--- src/rtl/pcrs_serial_mul.sv ---
// shift-and-add multiplier, one multiplier bit per cycle
module pcrs_serial_mul #(
  parameter int AW = 32,
  parameter int BW = 24
) (
  input  logic            clk_i,
  input  logic            rst_ni,
  input  logic            start_i,
  input  logic [AW-1:0]   a_i,
  input  logic [BW-1:0]   b_i,
  output logic            done_o,
  output logic [AW+BW-1:0] p_o
);
  localparam int CntW = $clog2(BW + 1);

  logic [AW+BW-1:0] acc_q, acc_d, a_q, a_d;
  logic [BW-1:0] b_q, b_d;
  logic [CntW-1:0] n_q, n_d;
  logic busy_q, busy_d, done_q, done_d;

  always_comb begin
    acc_d = acc_q; a_d = a_q; b_d = b_q; n_d = n_q;
    busy_d = busy_q; done_d = 1'b0;
    if (start_i) begin
      acc_d = '0;
      a_d = (AW+BW)'(a_i);
      b_d = b_i;
      n_d = '0;
      busy_d = 1'b1;
    end else if (busy_q) begin
      if (b_q[0]) acc_d = acc_q + a_q;
      a_d = a_q << 1;
      b_d = b_q >> 1;
      n_d = n_q + 1'b1;
      if (n_q == CntW'(BW - 1)) begin
        busy_d = 1'b0;
        done_d = 1'b1;
      end
    end
  end

  always_ff @(posedge clk_i or negedge rst_ni) begin
    if (!rst_ni) begin
      busy_q <= 1'b0;
      done_q <= 1'b0;
      n_q <= '0;
    end else begin
      busy_q <= busy_d;
      done_q <= done_d;
      n_q <= n_d;
    end
  end

  always_ff @(posedge clk_i) begin
    acc_q <= acc_d;
    a_q <= a_d;
    b_q <= b_d;
  end

  assign done_o = done_q;
  assign p_o = acc_q;
endmodule

--- config.mk ---
export PLATFORM = sky130hd
export DESIGN_NAME = pcrs_serial_mul
export DESIGN_NICKNAME = d
export VERILOG_FILES = /design/src/rtl/pcrs_serial_mul.sv
export SDC_FILE = /design/constraint.sdc
export NUM_CORES = 1
export LEC_CHECK = 0
export BUFFER_PORTS_ARGS = -buffer_cell sky130_fd_sc_hd__buf_2
export CORE_UTILIZATION = 59
export DETAILED_ROUTE_END_ITERATION = 8
export GPL_TIMING_DRIVEN = 1
export PLACE_DENSITY = 0.84
export SETUP_SLACK_MARGIN = 0.02
export SLEW_MARGIN = 5
export SYNTH_ARGS = -nofsm -noshare
export SYNTH_HDL_FRONTEND = slang
export SYNTH_SLANG_ARGS = --single-unit
--- constraint.sdc ---
create_clock -name clk_i -period 3.4 [get_ports clk_i]
set_clock_uncertainty 0.05 [all_clocks]
set_input_delay 0.68 -clock clk_i [delete_from_list [all_inputs] [get_ports clk_i]]
set_output_delay 0.68 -clock clk_i [all_outputs]
set_load 0.05 [all_outputs]
==> results by group <==
Run status
  • Outcome: completed

Yosys
  • Adder-cell share of the synthesized area: ~8.4%
  • Yosys synthesis warning count: 0
  • Largest family of logic cells by synthesized area: compound AO/OA/AOI/OAI gates
  • Yosys cell types: 67
  • Synth Area in Compound Gates: a little under a fifth
  • Sequential area share after synthesis: 40.3%
  • Post-synth top flop: dfxtp_1
  • Post-synthesis mux area share: 10.4%
  • Synth Instances: approximately 920
  • Xor/xnor share of the synthesized area: 5.21%
  • Syn Std Cell Area: 8580 um^2
  • EDFF count, synth: 56
  • Syn_nets: 1034
  • Avg Cell Area, Syn: 9.34 um^2
  • Async S/R FF share, synth: 4.90%
  • Post-synthesis simple-gate area fraction: between 10 and 15%
  • #FFs+latches synth: 143

GRT
  • First-pass GRT wire length: 32600 um
  • Vias in the first global route: 7047
  • GRT Overall Usage: around 28%
  • Grt ovf: 0
  • Antenna violations before repair: 0
  • Largest net degree at the start of global routing: 58

Floorplanning
  • Starting Density: 61.1%
  • Chip Width: around 120 um
  • Num ports: 116
  • Core Box Area: 14000 um^2
  • Total die area: 15000 um^2
  • Rows: 43
  • Die H: 123 um

Setup path
  • Reg2reg start: a_q[0]
  • Crit path from: a_q[0]
  • Crit Path Category: flip-flop to flip-flop
  • CP Capture Type: flip-flop
  • Reg-to-reg endpoint: p_o[44]
  • Critical-path maximum fanout: 4
  • Crit path buffers/inverters: 0
  • Top delay family on crit path: compound AO/OA/AOI/OAI gates
  • R2R depth: 12
  • CP required: 3670 ps
  • Startpoint Class: flip-flop
  • Flop2flop setup slack: roughly 200 ps
  • Endpoint arrival time on the critical path: 3470 ps
  • Max stage delay on crit path: around 410 ps
  • Setup crit end: p_o[44]
  • WP depth: 12
  • Cell chain of the critical path: ha_1, fa_1, a21o_1, a221o_2, a21bo_2, o2111ai_2, a31oi_2, a31oi_4, nor2_1, o21ai_2, mux2i_1, nand2_1
  • CP max stage cell: fa_1

Clock tree
  • CTS buffer count: 17
  • Depth of the CTS H-tree: 4
  • Clock Pin Slew Worst Setup and Hold Paths: 60 ps
  • Clk_lat worst skew: 430 ps
  • CTS max path bufs: 2
  • Clock sinks: 143
  • # hold bufs at CTS: 0
  • Root Driver: clkbuf_16
  • # resized after CTS: 0
  • CTS tree: built
  • Post-CTS Setup Inserts: 0

Timing
  • Final setup TNS: 0 ps
  • Worst slew margin: 57.5%
  • Fin worst setup slack: 201 ps
  • Slew Limit Fails: 0
  • Final Setup Violations: 0
  • Worst-Margin Slew: ~640 ps
  • Final-report hold violation count: 0
  • Fin crit share: 94.1%
  • Tmin final: about 3200 ps
  • FMAX: between 300 and 400 MHz
  • WHS: 19.2 ps
  • RSZ-0062 raised after global routing: no

Drt
  • Drt total wl: roughly 20000 um
  • Antenna viol nets, final: 0
  • Routed vias: 7269
  • WL per Instance: 16.5 um
  • Vias/cell: 6.03
  • Starting DRT DRC Count: approximately 530
  • DRC errors left: 0
  • Pre-antenna DRT Iters: 5

Cells and area
  • Layout cells sized above 1: approximately 23%
  • Layout Utilization: a little over two thirds
  • # fillers: 1099
  • # diodes: 0
  • # nets final: ~1100
  • Layout area overhead: 15.1%

Power and ir drop
  • P_leak: 4.37 nW
  • Share of power burned in the clock network: 33.0%
  • Total power: 0.00576 W
  • Sw frac: 36.0%
  • Comb power frac: 30.8%
  • Int Power: 0.00368 W
  • PwrDens: 583 nW/um^2
  • Psw: 0.00207 W
  • Part of the power in registers: 36.1%
  • VDD IR max: 0.458 mV

Place
  • HPWL Detailed: 14000 um
  • RD Place Congestion: 0.920
  • IO buf count: 115
  • Worst slack, placed: 220 ps

Job
  • MaxCap Viol Count: 0

Min path
  • Min-Delay Path Class: primary input to async pin
## Yosys cell counts, types with 2 or more instances
cell,count,area share [%]
a211oi_1,12,1.1
a21o_1,23,2.0
a21oi_1,106,6.2
a21oi_2,3,0.31
a31oi_1,11,0.80
a31oi_2,2,0.29
and2_1,5,0.36
and3_1,9,0.66
buf_1,6,0.26
buf_2,5,0.29
clkbuf_1,35,1.5
dfrtp_1,7,2.0
dfxtp_1,80,19
edfxtp_1,56,20
ha_1,56,8.2
inv_1,7,0.31
mux2_2,54,7.1
mux2i_1,27,3.2
nand2_1,129,5.6
nand2b_1,2,0.15
nand3_1,23,1.3
nand3b_1,2,0.18
nand4_1,10,0.73
nor2_1,73,3.2
nor2b_1,5,0.36
nor3_1,12,0.70
nor4b_1,6,0.61
o211ai_1,7,0.61
o211ai_2,2,0.29
o21a_1,6,0.53
o21ai_0,28,1.6
o21ai_1,14,0.82
o21bai_1,10,0.88
o221ai_1,2,0.20
o41ai_1,2,0.20
xnor2_1,38,3.9
xor2_1,13,1.3
## per-stage QoR
stage | instance area [um^2] | cells
global route | 9870 | 1206
global placement | 9270 | 1174
floorplan | 8580 | 918
detailed placement | 9270 | 1174
finish | 9870 | 1206
CTS | 9870 | 1206
## power by group through the flow
stage	Clock [W]	Sequential, W	Combinational [W]
2_1_floorplan	0	0.00239	0.00108
3_3_place_gp	0	0.00211	0.00170
3_5_place_dp	0	0.00211	0.00173
4_1_cts	0.00192	0.00208	0.00176
5_1_grt	0.00200	0.00210	0.00193
6_report	0.00190	0.00208	0.00178
## area by class of cell
class | count | area, um^2 | share of cell area, %
multi-input combinational | 721 | 4910 | 49.8
inverter | 7 | 26.3 | 0.266
tap | 180 | 225 | 2.28
clock buffer | 17 | 425 | 4.31
clock inverter | 15 | 173 | 1.75
sequential | 143 | 3460 | 35.0
timing repair buffer | 123 | 651 | 6.59
## kinds of logic after synthesis
logic type | after synthesis
AO/OA/AOI/OAI | 247
XOR/XNOR | 51
adder cells (fa/ha/maj) | 57
buffers and inverters | 54
flip-flops | 143
multiplexers | 82
AND/OR/NAND/NOR | 284
## placed cells by master (no fill, tap or decap), types with 12 or more instances in the layout
master and n:
ha_1 56, buf_2 114, nor2_1 73, clkbuf_16 17, xor2_1 13, mux2_2 54, nand2_1 128, nand3_1 23
o21ai_0 28, a211oi_1 12, dfxtp_1 80, nor3_1 12, edfxtp_1 56, a21oi_1 106, o21ai_1 14, a21o_1 23
mux2i_1 27, xnor2_1 38
## worst reg2reg max path: cells and delay by family (launching register included)
| family | cells | cell delay [ps] |
|---|---|---|
| AOI/OAI and AO/OA | 7 | 1630 |
| adders and majority gates | 2 | 650 |
| DFF | 1 | 390 |
| muxes | 1 | 200 |
| and+or+nand+nor | 2 | 180 |
## state kept, by name (all words and copies together) (netlist names)
| signal | count |
|---|---|
| n_q | 5 |
| p_o | 56 |
| done_o | 1 |
| b_q | 24 |
| a_q | 56 |
| busy_q | 1 |
## layer usage
metal / up-vias / routed length [um] / track usage, %
met2: 253 / 9840 / 46.6
li1: 3537 / - / -
met3: 31 / 1080 / 5.72
met4: 0 / 415 / 10.7
met5: - / 0 / 0
met1: 3448 / 8600 / 34.6
## how the worst min path moves through the flow
stage | to | from | slack [ps]
CTS | n_q[1] | rst_ni | 20
finish | n_q[0] | rst_ni | 20
detailed placement | p_o[16] | p_o[16] | 410
global route | n_q[0] | rst_ni | 20
floorplan | busy_q | rst_ni | 330
global placement | p_o[0] | p_o[0] | 410
No activity file was read; power rests on OpenSTA's default activity.
