===== src/rtl/pcrs_pkg.sv =====
// shared constants, types and tables for the range-scan binning block
package pcrs_pkg;

  localparam int CoordW = 18;
  localparam int AngW   = 16;
  localparam int RangeW = 17;
  localparam int AtanEntries = 24;

  localparam logic [1:0] OpBegin = 2'd0;
  localparam logic [1:0] OpPoint = 2'd1;
  localparam logic [1:0] OpRead  = 2'd2;

  localparam logic [2:0] RegStart  = 3'd0;
  localparam logic [2:0] RegBins   = 3'd1;
  localparam logic [2:0] RegBpt    = 3'd2;
  localparam logic [2:0] RegMinR   = 3'd3;
  localparam logic [2:0] RegMaxR   = 3'd4;
  localparam logic [2:0] RegHCent  = 3'd5;
  localparam logic [2:0] RegHBand  = 3'd6;

  localparam logic [31:0] InvGain = 32'd39797;

  typedef struct packed {
    logic [15:0] start_angle;
    logic [11:0] bins_in_use;
    logic [23:0] bins_per_turn_q8;
    logic [16:0] min_range_mm;
    logic [16:0] max_range_mm;
    logic signed [17:0] height_center_mm;
    logic [16:0] height_band_mm;
  } cfg_t;

  function automatic logic [15:0] atan_turns(input logic [4:0] i);
    logic [15:0] v;
    v = 16'd0;
    case (i)
      5'd0: v = 16'd8192;
      5'd1: v = 16'd4836;
      5'd2: v = 16'd2555;
      5'd3: v = 16'd1297;
      5'd4: v = 16'd651;
      5'd5: v = 16'd326;
      5'd6: v = 16'd163;
      5'd7: v = 16'd81;
      5'd8: v = 16'd41;
      5'd9: v = 16'd20;
      5'd10: v = 16'd10;
      5'd11: v = 16'd5;
      5'd12: v = 16'd3;
      5'd13: v = 16'd1;
      5'd14: v = 16'd1;
      default: v = 16'd0;
    endcase
    return v;
  endfunction

endpackage


===== src/rtl/pcrs_cordic.sv =====
// iterative vectoring cordic, one rotation step per cycle
module pcrs_cordic #(
  parameter int Steps = 16
) (
  input  logic                 clk_i,
  input  logic                 rst_ni,
  input  logic                 start_i,
  input  logic signed [18:0]   rx_i,
  input  logic signed [18:0]   ry_i,
  output logic                 done_o,
  output logic signed [28:0]   x_o,
  output logic [15:0]          ang_o
);
  import pcrs_pkg::*;

  localparam int StepW = $clog2(Steps + 1);

  logic signed [28:0] x_q, x_d, y_q, y_d;
  logic [15:0] ang_q, ang_d;
  logic [StepW-1:0] i_q, i_d;
  logic busy_q, busy_d, done_q, done_d;
  logic signed [28:0] xs, ys, x0, y0;
  logic [4:0] i5;

  assign i5 = 5'(i_q);
  // arithmetic shift is a floor shift
  assign xs = x_q >>> i_q;
  assign ys = y_q >>> i_q;
  assign x0 = {{2{rx_i[18]}}, rx_i, 8'd0};
  assign y0 = {{2{ry_i[18]}}, ry_i, 8'd0};

  always_comb begin
    x_d = x_q; y_d = y_q; ang_d = ang_q; i_d = i_q;
    busy_d = busy_q; done_d = 1'b0;
    if (start_i) begin
      if (x0 < 0) begin
        x_d = -x0; y_d = -y0; ang_d = 16'd32768;
      end else begin
        x_d = x0; y_d = y0; ang_d = 16'd0;
      end
      i_d = '0;
      busy_d = 1'b1;
    end else if (busy_q) begin
      if (y_q > 0) begin
        x_d = x_q + ys; y_d = y_q - xs; ang_d = ang_q + atan_turns(i5);
      end else begin
        x_d = x_q - ys; y_d = y_q + xs; ang_d = ang_q - atan_turns(i5);
      end
      i_d = i_q + 1'b1;
      if (i_q == StepW'(Steps - 1)) begin
        busy_d = 1'b0;
        done_d = 1'b1;
      end
    end
  end

  always_ff @(posedge clk_i or negedge rst_ni) begin
    if (!rst_ni) begin
      busy_q <= 1'b0;
      done_q <= 1'b0;
      i_q <= '0;
    end else begin
      busy_q <= busy_d;
      done_q <= done_d;
      i_q <= i_d;
    end
  end

  always_ff @(posedge clk_i) begin
    x_q <= x_d;
    y_q <= y_d;
    ang_q <= ang_d;
  end

  assign done_o = done_q;
  assign x_o = x_q;
  assign ang_o = ang_q;
endmodule


===== config.mk =====
export PLATFORM = sky130hd
export DESIGN_NAME = pcrs_cordic
export DESIGN_NICKNAME = d
export VERILOG_FILES = /design/src/rtl/pcrs_pkg.sv /design/src/rtl/pcrs_cordic.sv
export SDC_FILE = /design/constraint.sdc
export NUM_CORES = 1
export LEC_CHECK = 0
export ABC_CLOCK_PERIOD_IN_PS = 7300
export BUFFER_PORTS_ARGS = -buffer_cell sky130_fd_sc_hd__buf_2
export CAP_MARGIN = 20
export CORE_AREA = 3 3 183 203
export DETAILED_ROUTE_END_ITERATION = 8
export DIE_AREA = 0 0 186 206
export PLACE_DENSITY = 0.63
export SETUP_SLACK_MARGIN = 0.5
export SYNTH_ARGS = -nofsm -noshare
export SYNTH_HDL_FRONTEND = slang
export SYNTH_SLANG_ARGS = --single-unit
export TNS_END_PERCENT = 50

===== constraint.sdc =====
create_clock -name clk_i -period 7.3 [get_ports clk_i]
set_input_delay 1.46 -clock clk_i [delete_from_list [all_inputs] [get_ports clk_i]]
set_output_delay 1.46 -clock clk_i [all_outputs]
set_load 0.03 [all_outputs]

==> results.py <==
metrics = {
    "synth": {
        "synth_cells": 1508,
        "yosys_most_used_dff": "edfxtp_1",
        "syn_area_um2": 13300,
        "syn_area_per_cell_um2": 8.81,
        "ys_types": 94,
        "synthArstFlopShare_pct": 8.64,
        "syn_nets": 1640,
        "synth_edf_count": 74,
        "ys_seq_elements": 81,
        "yosys_warnings": 0,
        "seq_area_frac_synth_pct": 18.0,
    },
    "timing": {
        "setup_ws_ns": 0.807,
        "setup_viol": 0,
        "fin_crit_ns": 6.49,
        "setup_tns_ns": 0,
        "clock.fmax_ghz": 0.154,
        "worstMarginPinSlew_ns": 1.04,
        "finalMaxSlewViolations": 0,
        "hold_viol": 0,
        "relSlewSlack_pct": 30.3,
        "fin_skew_ns": 0.0208,
        "rsz0062_at_grt": "true",
        "timing.final.crit_share_pct": 89.0,
    },
    "route": {
        "drtIter0Drc": 1220,
        "vias": 12300,
        "ant_nets": 0,
        "wirelength_mm": 43.3,
        "post_drt_wl_per_cell_um": 21.8,
        "vias_per_cell": 6.19,
        "drc": 0,
        "dr.pass1.iters": 5,
    },
    "global_routing": {
        "antenna_found_initial": 0,
        "grt_busiest_layer": "met2",
        "grt_max_degree": 75,
        "grt-ovfl-total": 0,
        "met1_usage_pct": 30.5,
        "grt_pass1_vias": 12200,
        "use_met3_pct": 3.56,
        "grt_pass1_wl_mm": 69.2,
        "grt.met2_usage_pct": 37.1,
        "track_usage_pct": 22.8,
    },
    "placement": {
        "dp_hpwl_mm": 32.6,
        "place_congestion": 0.964,
        "port_buffers": 86,
        "dp_slack_ns": 0.634,
    },
    "clocking": {
        "cts_tree": "yes",
        "h-tree-depth": 3,
        "ctsRootBufferMaster": "clkbuf_16",
        "clockBufferDepth": 2,
        "cts-buffers-inserted": 9,
        "hold_buffers": 0,
        "clk_pin_slew_ns": 0.07,
        "cts_sinks": 81,
        "clk_latency_ns": 0.37,
    },
    "die": {
        "die_area_um2": 38300,
        "start_util_pct": 37.8,
        "placementRows": 72,
        "fp.dieH_um": 206,
        "core_um2": 35100,
        "die_width_um": 186,
        "ios": 87,
    },
    "worst_hold_path": {
        "hold_class": "flop to flop",
        "hold_depth": 2,
    },
    "cells_and_area": {
        "nets": 1674,
        "area_growth_pct": 8.38,
        "drive_above_1_share_pct": 18.8,
        "antennaDiodeCount": 0,
        "fillers": 3530,
    },
    "critical_path": {
        "cp_slowest_cell": "dfrtp_4",
        "cp_slowest_stage_delay_ns": 0.81,
        "worstSetupStartpointType": "flop",
        "endpoint_kind": "flop",
        "rr_worst_depth": 22,
        "critPathKind": "flop to flop",
        "arrival_ns": 6.58,
        "critPathRequiredTime_ns": 7.38,
        "crit_chain": "buf_12 -> mux2_2 -> mux4_2 -> mux4_2 -> a211oi_4 -> nand4b_1 -> or4_4 -> nand2_1 -> nor2_1 -> a21o_1 -> mux2_2 -> ha_1 -> nand2_1 -> a21oi_1 -> a221oi_1 -> a21bo_2 -> a31o_2 -> nand4_1 -> a31oi_1 -> a31oi_1 -> xor2_1 -> o21ai_0",
        "crit_fanout": 54,
    },
    "status": {
        "outcome": "completed",
    },
    "job": {
        "max_cap_viol_count": 0,
    },
}
==> layout make-up <==
cell class / count / area, µm² / share of cell area, %
Clock inverter: 5 / 37.5 / 0.261
Sequential cell: 81 / 2410 / 16.7
Multi-Input combinational cell: 1298 / 10300 / 71.7
Inverter: 37 / 139 / 0.965
Timing Repair Buffer: 115 / 701 / 4.87
Clock buffer: 11 / 243 / 1.69
Tap cell: 444 / 556 / 3.86
==> kinds of logic after synthesis <==
group           share of synthesized area, %
compound gates                          20.2
simple gates                            17.2
fa+ha+maj                               8.74
xor+xnor                                9.89
buf+inv                                 4.44
flops                                   18.0
mux                                     21.5
==> timing repair <==
action / CTS / global route
gates resized for setup: 0 / 3
endpoints found under the setup margin: 0 / 16
setup buffers: 0 / 1
==> critical path, delay by kind of cell, from the launching register on <==
kind,cells,cell delay [ns]
muxes,4,1.76
AOI/OAI and AO/OA,9,1.70
and+or+nand+nor,6,1.08
DFF,1,0.81
adders and majority gates,1,0.33
buffers and inverters,1,0.31
xor gates and xnor gates,1,0.17
==> cell usage in the layout, fill, tap and decap left out, drive strengths merged, types with 11 or more instances in the layout <==
master	synthesis	routed
a21oi	97	97
inv	36	38
a31oi	22	22
nor2	117	117
clkbuf	48	11
a21o	27	27
o21ai	112	112
nor3	27	27
nor2b	19	19
and2	14	14
mux4	82	82
xor2	61	61
o31ai	15	15
nand3	27	27
ha	88	88
or3	17	17
nor4	11	11
edfxtp	74	74
o21a	14	14
nand2b	24	24
buf	44	115
mux2i	58	58
nand2	158	158
xnor2	89	89
mux2	37	37
a211oi	21	21
==> registers in the layout, indices dropped and copies added, names as in the netlist <==
| register | cells |
|---|---|
| ang_o | 16 |
| i5 | 5 |
| busy_q | 1 |
| y_q | 29 |
| done_o | 1 |
| x_o | 29 |
==> path summary, 6_finish.rpt <==
check	from	to	slack, ns
worst max-delay path	i5[2]	y_q[27]	0.81
worst min-delay path	i5[4]	i5[4]	0.69
worst max register to register	i5[2]	y_q[27]	0.81
worst min register to register	i5[4]	i5[4]	0.69
max in group asynchronous	rst_ni	i5[2]	6.18
min in group asynchronous	rst_ni	done_o	0.92
==> routing by layer <==
layer | vias up | part of all wire (%)
met5 | - | 0
met4 | 0 | 3.7
met2 | 492 | 46
met1 | 5948 | 43
li1 | 5784 | -
met3 | 104 | 7.2
==> synthesized netlist by cell type (10+ instances only) <==
library cell  count  share of area [%]
a211oi_1         19                1.1
a21o_1           27                1.5
a21oi_1          96                3.6
a31oi_1          22                1.0
and2_1           14               0.66
buf_1            15               0.42
buf_2            15               0.57
clkbuf_1         48                1.4
edfxtp_1         74                 17
ha_1             88                8.3
inv_1            34               0.96
mux2_2           33                2.8
mux2i_1          56                4.2
mux4_2           80                 14
nand2_1         157                4.4
nand2b_1         22                1.0
nand3_1          27                1.0
nor2_1          117                3.3
nor2b_1          19               0.89
nor3_1           26               0.98
nor4_1           11               0.52
o21a_1           14               0.79
o21ai_0         103                3.9
o21bai_1         10               0.57
o31ai_1          15               0.85
or3_1            16               0.75
xnor2_1          89                5.9
xor2_1           61                4.0
==> metrics by stage <==
step           hold slack (ns)  std cells  utilization (%)  area (µm²)
4_1_cts                  0.678       1989             40.8       14300
2_1_floorplan            0.682       1508                -       13300
3_3_place_gp             0.663       1973             40.0       14100
3_5_place_dp             0.667       1973             40.0       14100
5_1_grt                  0.710       1991             41.0       14400
6_report                 0.685       1991             41.0       14400
Power is left out: the tool's default activity adds up to more than one toggle a clock period on the data nets, which glitch-free logic cannot reach.
